## src/hw/rtl/ncas_pkg.sv

```systemverilog
// ----------------------------------------------------------------------------
// ncas_pkg
// Shared widths, codes and types of the nearest-centroid assignment block.
// ----------------------------------------------------------------------------
package ncas_pkg;

  localparam int ACC_W     = 40;
  localparam int DIST_W    = 39;
  localparam int CLUSTER_W = 4;
  localparam int DIM_W     = 7;
  localparam int ACTIVE_W  = 5;

  localparam logic [ACTIVE_W-1:0] ACTIVE_RESET = 5'd10;
  localparam logic [ACC_W-1:0]    ACC_MAX      = {ACC_W{1'b1}};
  localparam logic [DIST_W-1:0]   DIST_MAX     = {DIST_W{1'b1}};

  localparam logic OP_LOAD  = 1'b0;
  localparam logic OP_POINT = 1'b1;

  // control carried alongside one centroid through the distance unit
  typedef struct packed {
    logic vld;
    logic dim_ok;
    logic acc_ok;
  } lane_ctl_t;

endpackage

```

## src/hw/rtl/ncas_dist_unit.sv

```systemverilog
// ----------------------------------------------------------------------------
// ncas_dist_unit
// Shared subtract-square-accumulate pipeline, one centroid per cycle:
// difference and magnitude, square, saturating add.
// ----------------------------------------------------------------------------
module ncas_dist_unit #(
  parameter int COORD_BITS = 16,
  parameter int CW         = 4
) (
  input  logic                          clk,
  input  logic                          rst,
  input  ncas_pkg::lane_ctl_t           ctl_in,
  input  logic [CW-1:0]                 cl_in,
  input  logic signed [COORD_BITS-1:0]  x,
  input  logic [COORD_BITS-1:0]         cent,
  input  logic [ncas_pkg::ACC_W-1:0]    acc_in,
  output logic                          res_vld,
  output logic [CW-1:0]                 res_cl,
  output logic [ncas_pkg::ACC_W-1:0]    res_acc
);

  localparam int SQ_W  = 2 * COORD_BITS;
  localparam int SUM_W = (SQ_W > ncas_pkg::ACC_W ? SQ_W : ncas_pkg::ACC_W) + 1;

  logic [COORD_BITS:0]          diff;
  logic [COORD_BITS:0]          diff_abs;
  logic [SUM_W-1:0]             sum;

  logic                         vld1, vld2;
  logic                         dim_ok1;
  logic [CW-1:0]                cl1, cl2;
  logic [COORD_BITS-1:0]        mag1;
  logic [ncas_pkg::ACC_W-1:0]   acc1, acc2;
  logic [SQ_W-1:0]              sq2;

  assign diff     = {x[COORD_BITS-1], x} - {cent[COORD_BITS-1], cent};
  assign diff_abs = diff[COORD_BITS] ? (~diff + 1'b1) : diff;
  assign sum      = SUM_W'(acc2) + SUM_W'(sq2);

  always_ff @(posedge clk) begin
    if (rst) begin
      vld1    <= 1'b0;
      vld2    <= 1'b0;
      res_vld <= 1'b0;
    end else begin
      vld1    <= ctl_in.vld;
      vld2    <= vld1;
      res_vld <= vld2;
    end
    // magnitude stage
    mag1    <= diff_abs[COORD_BITS-1:0];
    acc1    <= ctl_in.acc_ok ? acc_in : '0;
    dim_ok1 <= ctl_in.dim_ok;
    cl1     <= cl_in;
    // square stage
    sq2     <= dim_ok1 ? SQ_W'(mag1 * mag1) : '0;
    acc2    <= acc1;
    cl2     <= cl1;
    // saturating accumulate stage
    res_acc <= (sum > SUM_W'(ncas_pkg::ACC_MAX)) ? ncas_pkg::ACC_MAX
                                                 : sum[ncas_pkg::ACC_W-1:0];
    res_cl  <= cl2;
  end

endmodule

```

## config.mk

```make
export PLATFORM = sky130hd
export DESIGN_NAME = ncas_dist_unit
export DESIGN_NICKNAME = d
export VERILOG_FILES = /design/src/hw/rtl/ncas_pkg.sv /design/src/hw/rtl/ncas_dist_unit.sv
export SDC_FILE = /design/constraint.sdc
export NUM_CORES = 1
export LEC_CHECK = 0
export BUFFER_PORTS_ARGS = -buffer_cell sky130_fd_sc_hd__buf_2
export CORE_ASPECT_RATIO = 1.4
export CORE_MARGIN = 1
export CORE_UTILIZATION = 40
export CTS_CLUSTER_SIZE = 28
export DETAILED_ROUTE_END_ITERATION = 7
export PLACE_DENSITY_LB_ADDON = 0.3
export SYNTH_ARGS = -nofsm -noshare
export SYNTH_HDL_FRONTEND = slang
export SYNTH_SLANG_ARGS = --single-unit
export TNS_END_PERCENT = 20
```

## constraint.sdc

```tcl
create_clock -name clk -period 11 [get_ports clk]
set_clock_uncertainty 0.2 [all_clocks]
set_input_delay 1.1 -clock clk [delete_from_list [all_inputs] [get_ports clk]]
set_output_delay 1.1 -clock clk [all_outputs]
set_load 0.005 [all_outputs]
```

## After elaboration in Yosys (flattened, before gate mapping)

Index checks and enable logic that the tools add are counted.
Widths: inputs -> output; s select.

- Flip-flop bits (word level): 184
- Latch bits: 0
- Bits in writable memories: 0
- ROM bits: 0
- Bits of input ports: 81
- Output and inout port bits: 45
- Word-level logic and storage cells: 19
- Memories: 0

- $add $sub $neg: 3
- Multiply operators: 1
- Div/mod/pow operators: 0
- $lt $le $gt $ge: 1
- Eq/ne operators: 0
- Shift operators: 0
- Muxes and demuxes: 1
- Bitwise operators: 1
- Reductions and logical operators: 0

Operators with widths:

| cell | count |
|---|---|
| $add 40x32->41 | 1 |
| $gt 41x40->1 const B | 1 |
| $mul 16x16->32 | 1 |
| $sub 16x16->17 | 1 |
| $add 16x1->16 const B | 1 |
| $mux 16 | 1 |
| $not 16->16 | 1 |

## Longest topological paths before layout

Gate-level depths: netlist of the first run.

- Depth after elaboration: 4
- Gate-level depth with buffers: 25
- Depth with buffers taken out: 24

## Worst setup path after synthesis of the first run

Ideal clock, no wire load.

- Path kind: reg-to-reg
- Start point: register mag1[4]
- End point: register sq2[31]
- Library setup time: 0.115 ns
- Arrival time: 6.057 ns
- Required time: 10.685 ns
- Path slack: 4.628 ns
- Stages on the path, launching flop included: 23
- Buffers on the path: 2
- Period minus slack after synthesis: 6.372 ns
- Cells stage by stage: dfxtp_1 -> clkbuf_1 -> clkbuf_1 -> nand2_1 -> fa_1 -> inv_1 -> fa_1 -> fa_1 -> fa_1 -> fa_1 -> inv_1 -> fa_1 -> inv_1 -> ha_1 -> a21oi_1 -> o21ai_0 -> a221o_1 -> a21o_1 -> a21oi_1 -> nand2_1 -> a221oi_1 -> xnor2_1 -> and2_1

- Word-level cells in the longest chain between the ends: 1

Ends and longest elaborated chain:

| what | line | text |
|---|---|---|
| start: declaration | ncas_dist_unit.sv:32 | `logic [COORD_BITS-1:0] mag1;` |
| start signal: assignment | ncas_dist_unit.sv:51 | `mag1 <= diff_abs[COORD_BITS-1:0];` |
| $mul 16x16->32 | ncas_dist_unit.sv:56 | `sq2 <= dim_ok1 ? SQ_W'(mag1 * mag1) : '0;` |
| end signal: assignment | ncas_dist_unit.sv:56 |  |
| end: declaration | ncas_dist_unit.sv:34 | `logic [SQ_W-1:0] sq2;` |

Every way passes these cells.
A chain may end at the register's enable or synchronous reset.

## Worst setup path in the final report of the first run

- Start point: register mag1[6]
- End point: register sq2[31]

Same word-level chain as after synthesis.

==> summary.txt, run 1 <==
Area Growth Syn to Fin = 11.36%
gr ovfl total = 0
Antenna Nets Post-Route = 0
most instantiated cells after synthesis = inv_1, dfxtp_1, fa_1
crit path cell chain = and2_1 > inv_1 > fa_1 > inv_1 > fa_1 > inv_1 > fa_1 > inv_1 > fa_1 > fa_1 > inv_1 > fa_1 > inv_1 > ha_1 > a21oi_1 > o21ai_0 > a221o_1 > a21o_1 > a21oi_1 > nand2_1 > a221oi_1 > xnor2_1 > and2_1
R2R setup slack = 4.07 ns
crit-path max FO = 17
setup TNS = 0 ns
Total GRT Usage = 17.85%
post-synthesis sequential area ratio = 25.24%
Chip Width = 163.0 um
initial antenna violation count = 0
Iter 0 DRT Violations = 452
# hold bufs at CTS = 0
# H-tree levels = 4
slowest CP cell = dfxtp_1
share of layout cells above drive strength 1 = 10.72%
first-pass GRT wire length = 51.98 mm
Hold Path Class = reg -> reg
GPL Wtd Cong = 0.8921
drt total wl = 31.37 mm
Synth Cell Area = 0.01452 sq mm
Slew @ Worst Pin = 0.9887 ns
FMAX = 144.3 MHz
Cell Rows = 82
Synth async-reset ratio = 0%
status = complete, no violations
crit path DAT = 7.07 ns
CTS tree = built
number of vias per cell = 4.891
leading cell type by number of instances after synthesis = inv_1
synth warn = 0
required time of the worst setup path = 11.14 ns
# diodes = 0
Post-Syn Instances = 1554
IO buf count = 125
crit end category = register
max incr delay on CP = 0.81 ns
Setup-failing EPs final = 0
Post-synth EDFFs = 0
r2r worst-path depth = 23
quantity of gates resized following cts = 0
Synth top area share = 25.24%
I/O pins = 126
nets = 2054
RSZ-0062 raised after global routing = false
vias post-DR = 10428
DR pass1 iterations = 5
Clock transition at path regs = 0.08 ns
Initial Util = 40.54%
period utilization = 62.99%
average size of a mapped cell = 9.341 sq um
CTS Root Cell = clkbuf_16
clk_lat worst skew = 0.46 ns
CTS Buffer Depth = 2
hpwl dp = 25.97 mm
Die ar. = 0.03706 sq mm
syn nets = 1951
vias in the first global route = 11056
worst hold path depth = 0
synthesized flop and latch total = 183
Final Hold Viols = 0
Post-route DRC = 0
Most used DFF post-synth = dfxtp_1
Worst Path Class, Setup = reg -> reg
minimum clock period = 6.929 ns
Post-CTS Setup Bufs = 0
max_cap viols = 0
largest net degree at the start of global routing = 41
Netlist cell types = 63
Yosys top cell by area = dfxtp_1
max-slew violations = 0
die height = 227.4 um
CORE AREA = 0.03581 sq mm
Worst setup SP type = register
clk sinks = 183
WL/cell = 14.71 um
relative slew slack = 33.25%
top post-synthesis cells by area = dfxtp_1, fa_1, ha_1
Inserted Clock Buffers = 17
[registers in the layout, indices dropped and copies added (netlist names)]
| register | flops |
|---|---|
| res_vld | 1 |
| cl2 | 4 |
| sq2 | 31 |
| dim_ok1 | 1 |
| cl1 | 4 |
| mag1 | 16 |
| vld1 | 1 |
| res_acc | 40 |
| acc1 | 40 |
| vld2 | 1 |
| res_cl | 4 |
| acc2 | 40 |
[worst max-delay path, delay by kind of cell, from the launching register on]
family / cells / cell delay (ns)
AOI/OAI and AO/OA: 6 / 1.38
adders and majority gates: 7 / 3.42
and+or+nand+nor: 3 / 0.54
xor gates and xnor gates: 1 / 0.11
DFF: 1 / 0.81
buffers and inverters: 6 / 0.34
[layout make-up]
type	count	area (sq um)
fillers	3464	19640
flip-flops and latches	183	3664
clock buffers	19	442.9
repair buffers	127	640.6
well taps	462	578.1
clock inverters	13	157.7
inverters	284	1066
multi-input cells	1044	9615
[per-stage QoR]
| stage | std cells | setup WS [ns] | utilization, % | hold slack, ns | instance area (sq um) |
|---|---|---|---|---|---|
| 4_1_cts | 2132 | 4.104 | 45.14 | 0.1210 | 16160 |
| 5_1_grt | 2132 | 3.763 | 45.14 | 0.1312 | 16160 |
| 2_1_floorplan | 1554 | 4.628 | - | 0.1096 | 14520 |
| 6_report | 2132 | 4.071 | 45.14 | 0.1236 | 16160 |
| 3_3_place_gp | 2100 | 4.264 | 43.47 | 0.1113 | 15560 |
| 3_5_place_dp | 2100 | 4.126 | 43.47 | 0.1121 | 15560 |
[path summary, 6_finish.rpt]
kind,from,end
max reg2reg,mag1[6],sq2[31]
min reg2reg,acc1[16],acc2[16]
min,acc1[16],acc2[16]
max,mag1[6],sq2[31]
[per-layer routing]
layer / part of all wire, % / vias up / track usage, %
met3: 3.3 / 65 / 2.059
met5: 0 / - / 0
met4: 4.1 / 0 / 9.768
met1: 41 / 4982 / 19.17
li1: - / 5155 / -
met2: 51 / 226 / 33.70
[cells in the final DEF (no fill, tap or decap), types with 6 or more instances in the layout]
master / count
nand4_1: 8
a21o_1: 46
fa_1: 165
a211o_1: 7
nand2_1: 140
nor2b_1: 13
a21oi_1: 68
and3_1: 19
inv_1: 284
o21ai_0: 37
nand2b_1: 12
o21bai_1: 9
a211oi_1: 10
buf_2: 125
nand3_1: 11
dfxtp_1: 183
and2_1: 111
a31oi_1: 15
or2_2: 7
xnor2_1: 61
a31o_2: 6
clkbuf_16: 17
ha_1: 151
nor2_1: 55
xor2_1: 26
[logic make-up after synthesis]
kind of cell               share of synthesized area [%]
and+or+nand+nor                                    13.86
buffers and inverters                              8.516
adders and majority gates                          35.77
AOI/OAI and AO/OA                                  11.14
DFF                                                25.24
xor gates and xnor gates                           5.250
muxes                                             0.2241
Power of run 1 is not shown: default switching activity piles up to over one toggle a cycle in this logic, so the estimate is an artifact.
==> run 2: changes to the inputs <==
==> constraint.sdc (replaced) <==
create_clock -name clk -period 7.26 [get_ports clk]
set_clock_uncertainty 0.2 [all_clocks]
set_input_delay 0.726 -clock clk [delete_from_list [all_inputs] [get_ports clk]]
set_output_delay 0.726 -clock clk [all_outputs]
set_load 0.005 [all_outputs]
==> run 2 against run 1 <==
Effect of this change: worst hold slack hardly changed; routed wire length shrank 1.6%; first-iteration DRC count fell by 20%; non-clock buffer count increased by 7; design area is essentially flat; worst setup slack got worse by 3.5 ns; via count shrank 1.1%; sequential share of layout area about the same; global-route usage fell by 0.16 points; clock-buffer cell count did not move; fmax rose by 3.1%.
==> summary.txt, run 2 (synthesized netlist as in run 1, its figures left out) <==
status = complete, no violations
Post-CTS Setup Bufs = 0
vias in the first global route = 10920
Placed Instance Area = 0.01562 sq mm
Slew @ Worst Pin = 1.144 ns
clk_lat worst skew = 0.44 ns
CP delay by family, top = adder cells
slowest CP cell = dfxtp_1
commonest non-fill, non-tap cell in the layout = inv_1
max incr delay on CP = 0.80 ns
# H-tree levels = 4
design area = 0.01617 sq mm
Cell Rows = 82
Antenna Nets Post-Route = 0
setup TNS = 0 ns
Worst setup SP type = register
CORE AREA = 0.03581 sq mm
initial antenna violation count = 0
Area Growth Syn to Fin = 11.42%
minimum clock period = 6.721 ns
I/O pins = 126
quantity of gates resized following cts = 0
Post-route DRC = 0
die height = 227.4 um
number of vias per cell = 4.820
CTS Root Cell = clkbuf_16
first-pass GRT wire length = 51.62 mm
clk sinks = 183
vias post-DR = 10309
required time of the worst setup path = 7.40 ns
crit-path max FO = 18
Inserted Clock Buffers = 17
drt total wl = 30.87 mm
Final Hold Viols = 0
max-slew violations = 0
commonest non-fill, non-tap cells in the layout = inv_1, dfxtp_1, fa_1
max_cap viols = 0
CTS tree = built
Setup-failing EPs final = 0
Worst Path Class, Setup = reg -> reg
# hold bufs at CTS = 0
biggest regs = acc1 x40, acc2 x40, res_acc x40
Clock transition at path regs = 0.07 ns
crit end category = register
GPL Wtd Cong = 0.8826
nets = 2061
Die ar. = 0.03706 sq mm
largest net degree at the start of global routing = 41
Initial Util = 40.54%
share of layout cells above drive strength 1 = 11.09%
gr ovfl total = 0
crit-path most repeated cell = fa_1
Chip Width = 163.0 um
hpwl dp = 26.16 mm
crit path cell chain = nand2_1 > fa_1 > inv_1 > fa_1 > fa_1 > fa_1 > fa_1 > inv_1 > fa_1 > inv_1 > ha_1 > a21oi_1 > o21ai_0 > a221o_1 > a21o_1 > a21oi_1 > nand2_1 > a221oi_1 > xnor2_1 > and2_1
fin worst setup slack = 0.5389 ns
buffers and inverters on the worst path = 3
DR pass1 iterations = 5
relative slew slack = 22.76%
period utilization = 92.58%
Iter 0 DRT Violations = 361
# diodes = 0
IO buf count = 125
WL/cell = 14.43 um
RSZ-0062 raised after global routing = false
CTS Buffer Depth = 2
Total GRT Usage = 17.69%
Placement Setup Slack = 0.5488 ns
crit path DAT = 6.86 ns
Hold Path Class = reg -> reg
FMAX = 148.8 MHz
==> run 2: cell types whose count changed in the layout (fill, tap and decap cells not counted), sizes merged <==
cell | previous run | this run
inv | 292 | 291
clkinvlp | 2 | 5
buf | 127 | 134
bufinv | 2 | 0
==> run 2: final timing paths <==
kind | startpoint | endpoint | slack, ns | cells past startpoint
max reg2reg | mag1[4] | sq2[31] | 0.54 | 20
min reg2reg | acc1[4] | acc2[4] | 0.12 | 0
max | mag1[4] | sq2[31] | 0.54 | 20
min | acc1[4] | acc2[4] | 0.12 | 0
==> run 2: final cells by class <==
class                   count  area (sq um)
repair buffers            134         693.2
clock buffers              19         442.9
well taps                 462         578.1
inverters                 284          1066
flip-flops and latches    183          3664
fillers                  3452         19630
multi-input cells        1044          9615
clock inverters            13         113.9
==> run 2: routing by layer <==
layer / part of all wire (%) / track usage, % / up-vias
li1: - / - / 5174
met1: 41 / 18.90 / 4847
met2: 52 / 33.81 / 232
met3: 3.4 / 2.678 / 56
met4: 3.7 / 7.959 / 0
met5: 0 / 0 / -
==> run 2: stage by stage <==
step,utilization (%),instances,hold WS [ns]
final,45.17,2139,0.1240
after global routing,45.17,2139,0.1255
after CTS,45.17,2139,0.1257
after detailed placement,43.61,2107,0.1121
after global placement,43.61,2107,0.1110
after floorplan,-,1554,0.1096
Power of run 2 is left out for the same reason.
==> run 3: changes to the inputs <==
--- a/config.mk
+++ b/config.mk
@@ -9,6 +9,7 @@
 export CORE_ASPECT_RATIO = 1.4
 export CORE_MARGIN = 1
 export CORE_UTILIZATION = 40
+export CTS_BUF_LIST = sky130_fd_sc_hd__clkbuf_4
 export CTS_CLUSTER_SIZE = 28
 export DETAILED_ROUTE_END_ITERATION = 7
 export PLACE_DENSITY_LB_ADDON = 0.3
==> run 3 against run 2 <==
Effect of this change: the flow now finishes with violations (DRC); largest cell class unchanged; clock-buffer cell count is 1 lower; die area unchanged; global-route usage is 0.051 points higher; first-iteration DRC count rose by 6.1%; routed wire length increased by 0.64%; highest routed layer unchanged; register-to-register slack got worse by 0.03 ns; critical endpoint unchanged; sequential share of layout area up 0.35 points; critical path depth unchanged; fmax down 0.43%; non-clock buffer count grew 5; design area down 1.5%.
==> summary.txt, run 3 (synthesized netlist as in run 1, its figures left out) <==
drt total wl = 31.07 mm
IO buf count = 125
Total GRT Usage = 17.74%
crit-path max FO = 18
CTS tree = built
slowest CP cell = dfxtp_1
vias post-DR = 10409
fin worst setup slack = 0.5096 ns
vias in the first global route = 10931
Final Hold Viols = 0
gr ovfl total = 0
CORE AREA = 0.03581 sq mm
minimum clock period = 6.750 ns
share of layout cells above drive strength 1 = 11.06%
quantity of gates resized following cts = 0
Iter 0 DRT Violations = 383
largest net degree at the start of global routing = 41
setup TNS = 0 ns
WL/cell = 14.48 um
commonest non-fill, non-tap cells in the layout = inv_1, dfxtp_1, fa_1
CTS Buffer Depth = 2
GPL Wtd Cong = 0.8826
DR pass1 iterations = 8
status = finished, violations left
max incr delay on CP = 0.84 ns
# hold bufs at CTS = 5
CP delay by family, top = adder cells
Worst setup SP type = register
Slew @ Worst Pin = 1.055 ns
crit path DAT = 7.10 ns
crit path cell chain = nand2_1 > fa_1 > inv_1 > fa_1 > fa_1 > fa_1 > fa_1 > inv_1 > fa_1 > inv_1 > ha_1 > a21oi_1 > o21ai_0 > a221o_1 > a21o_1 > a21oi_1 > nand2_1 > a221oi_1 > xnor2_1 > and2_1
CTS Root Cell = clkbuf_4
Worst Path Class, Setup = reg -> reg
required time of the worst setup path = 7.61 ns
Cell Rows = 82
clk_lat worst skew = 0.64 ns
commonest non-fill, non-tap cell in the layout = inv_1
Clock transition at path regs = 0.16 ns
Chip Width = 163.0 um
Initial Util = 40.54%
clk sinks = 183
buffers and inverters on the worst path = 3
Post-CTS Setup Bufs = 0
biggest regs = acc1 x40, acc2 x40, res_acc x40
relative slew slack = 28.79%
period utilization = 92.98%
Post-route DRC = 2
Fillers = 3496
failing checks = DRC
crit-path most repeated cell = fa_1
Die ar. = 0.03706 sq mm
Antenna Nets Post-Route = 0
Inserted Clock Buffers = 17
crit end category = register
Placement Setup Slack = 0.5488 ns
number of vias per cell = 4.850
I/O pins = 126
hpwl dp = 26.16 mm
Area Growth Syn to Fin = 9.706%
Hold Path Class = in -> reg
Setup-failing EPs final = 0
die height = 227.4 um
initial antenna violation count = 1
max_cap viols = 0
max-slew violations = 0
FMAX = 148.1 MHz
first-pass GRT wire length = 51.69 mm
nets = 2066
# H-tree levels = 4
RSZ-0062 raised after global routing = false
[run 3: stage by stage]
stage,instance area (sq um),cells,hold slack [ns],util [%]
CTS,15920,2144,0.02058,44.46
floorplan,14520,1554,0.1096,-
finish,15920,2146,0.06973,44.47
global placement,15620,2107,0.1110,43.61
global route,15920,2145,0.03260,44.46
detailed placement,15620,2107,0.1121,43.61
[run 3: final timing paths]
check,from,end,slack [ns],cells after the start
worst max-delay path,mag1[4],sq2[31],0.51,20
worst min-delay path,rst,vld2,0.07,2
worst max register to register,mag1[4],sq2[31],0.51,20
worst min register to register,acc1[9],acc2[9],0.12,0
[run 3: layer usage]
metal / GRT usage (%) / up-vias / wire [um]
met3: 2.296 / 64 / 1087
met5: 0 / - / 0
met4: 9.044 / 0 / 1219
li1: - / 5191 / -
met2: 33.77 / 250 / 16110
met1: 18.91 / 4904 / 12650
[run 3: cell type report]
class | instances | area, sq um | share of cell area (%)
clock inverters | 14 | 117.6 | 0.7386
inverters | 284 | 1066 | 6.694
diodes | 2 | 5.005 | 0.03143
multi-input cells | 1044 | 9615 | 60.38
flip-flops and latches | 183 | 3664 | 23.01
well taps | 462 | 578.1 | 3.630
clock buffers | 18 | 135.1 | 0.8486
repair buffers | 139 | 743.2 | 4.667
Power of run 3 is left out for the same reason.
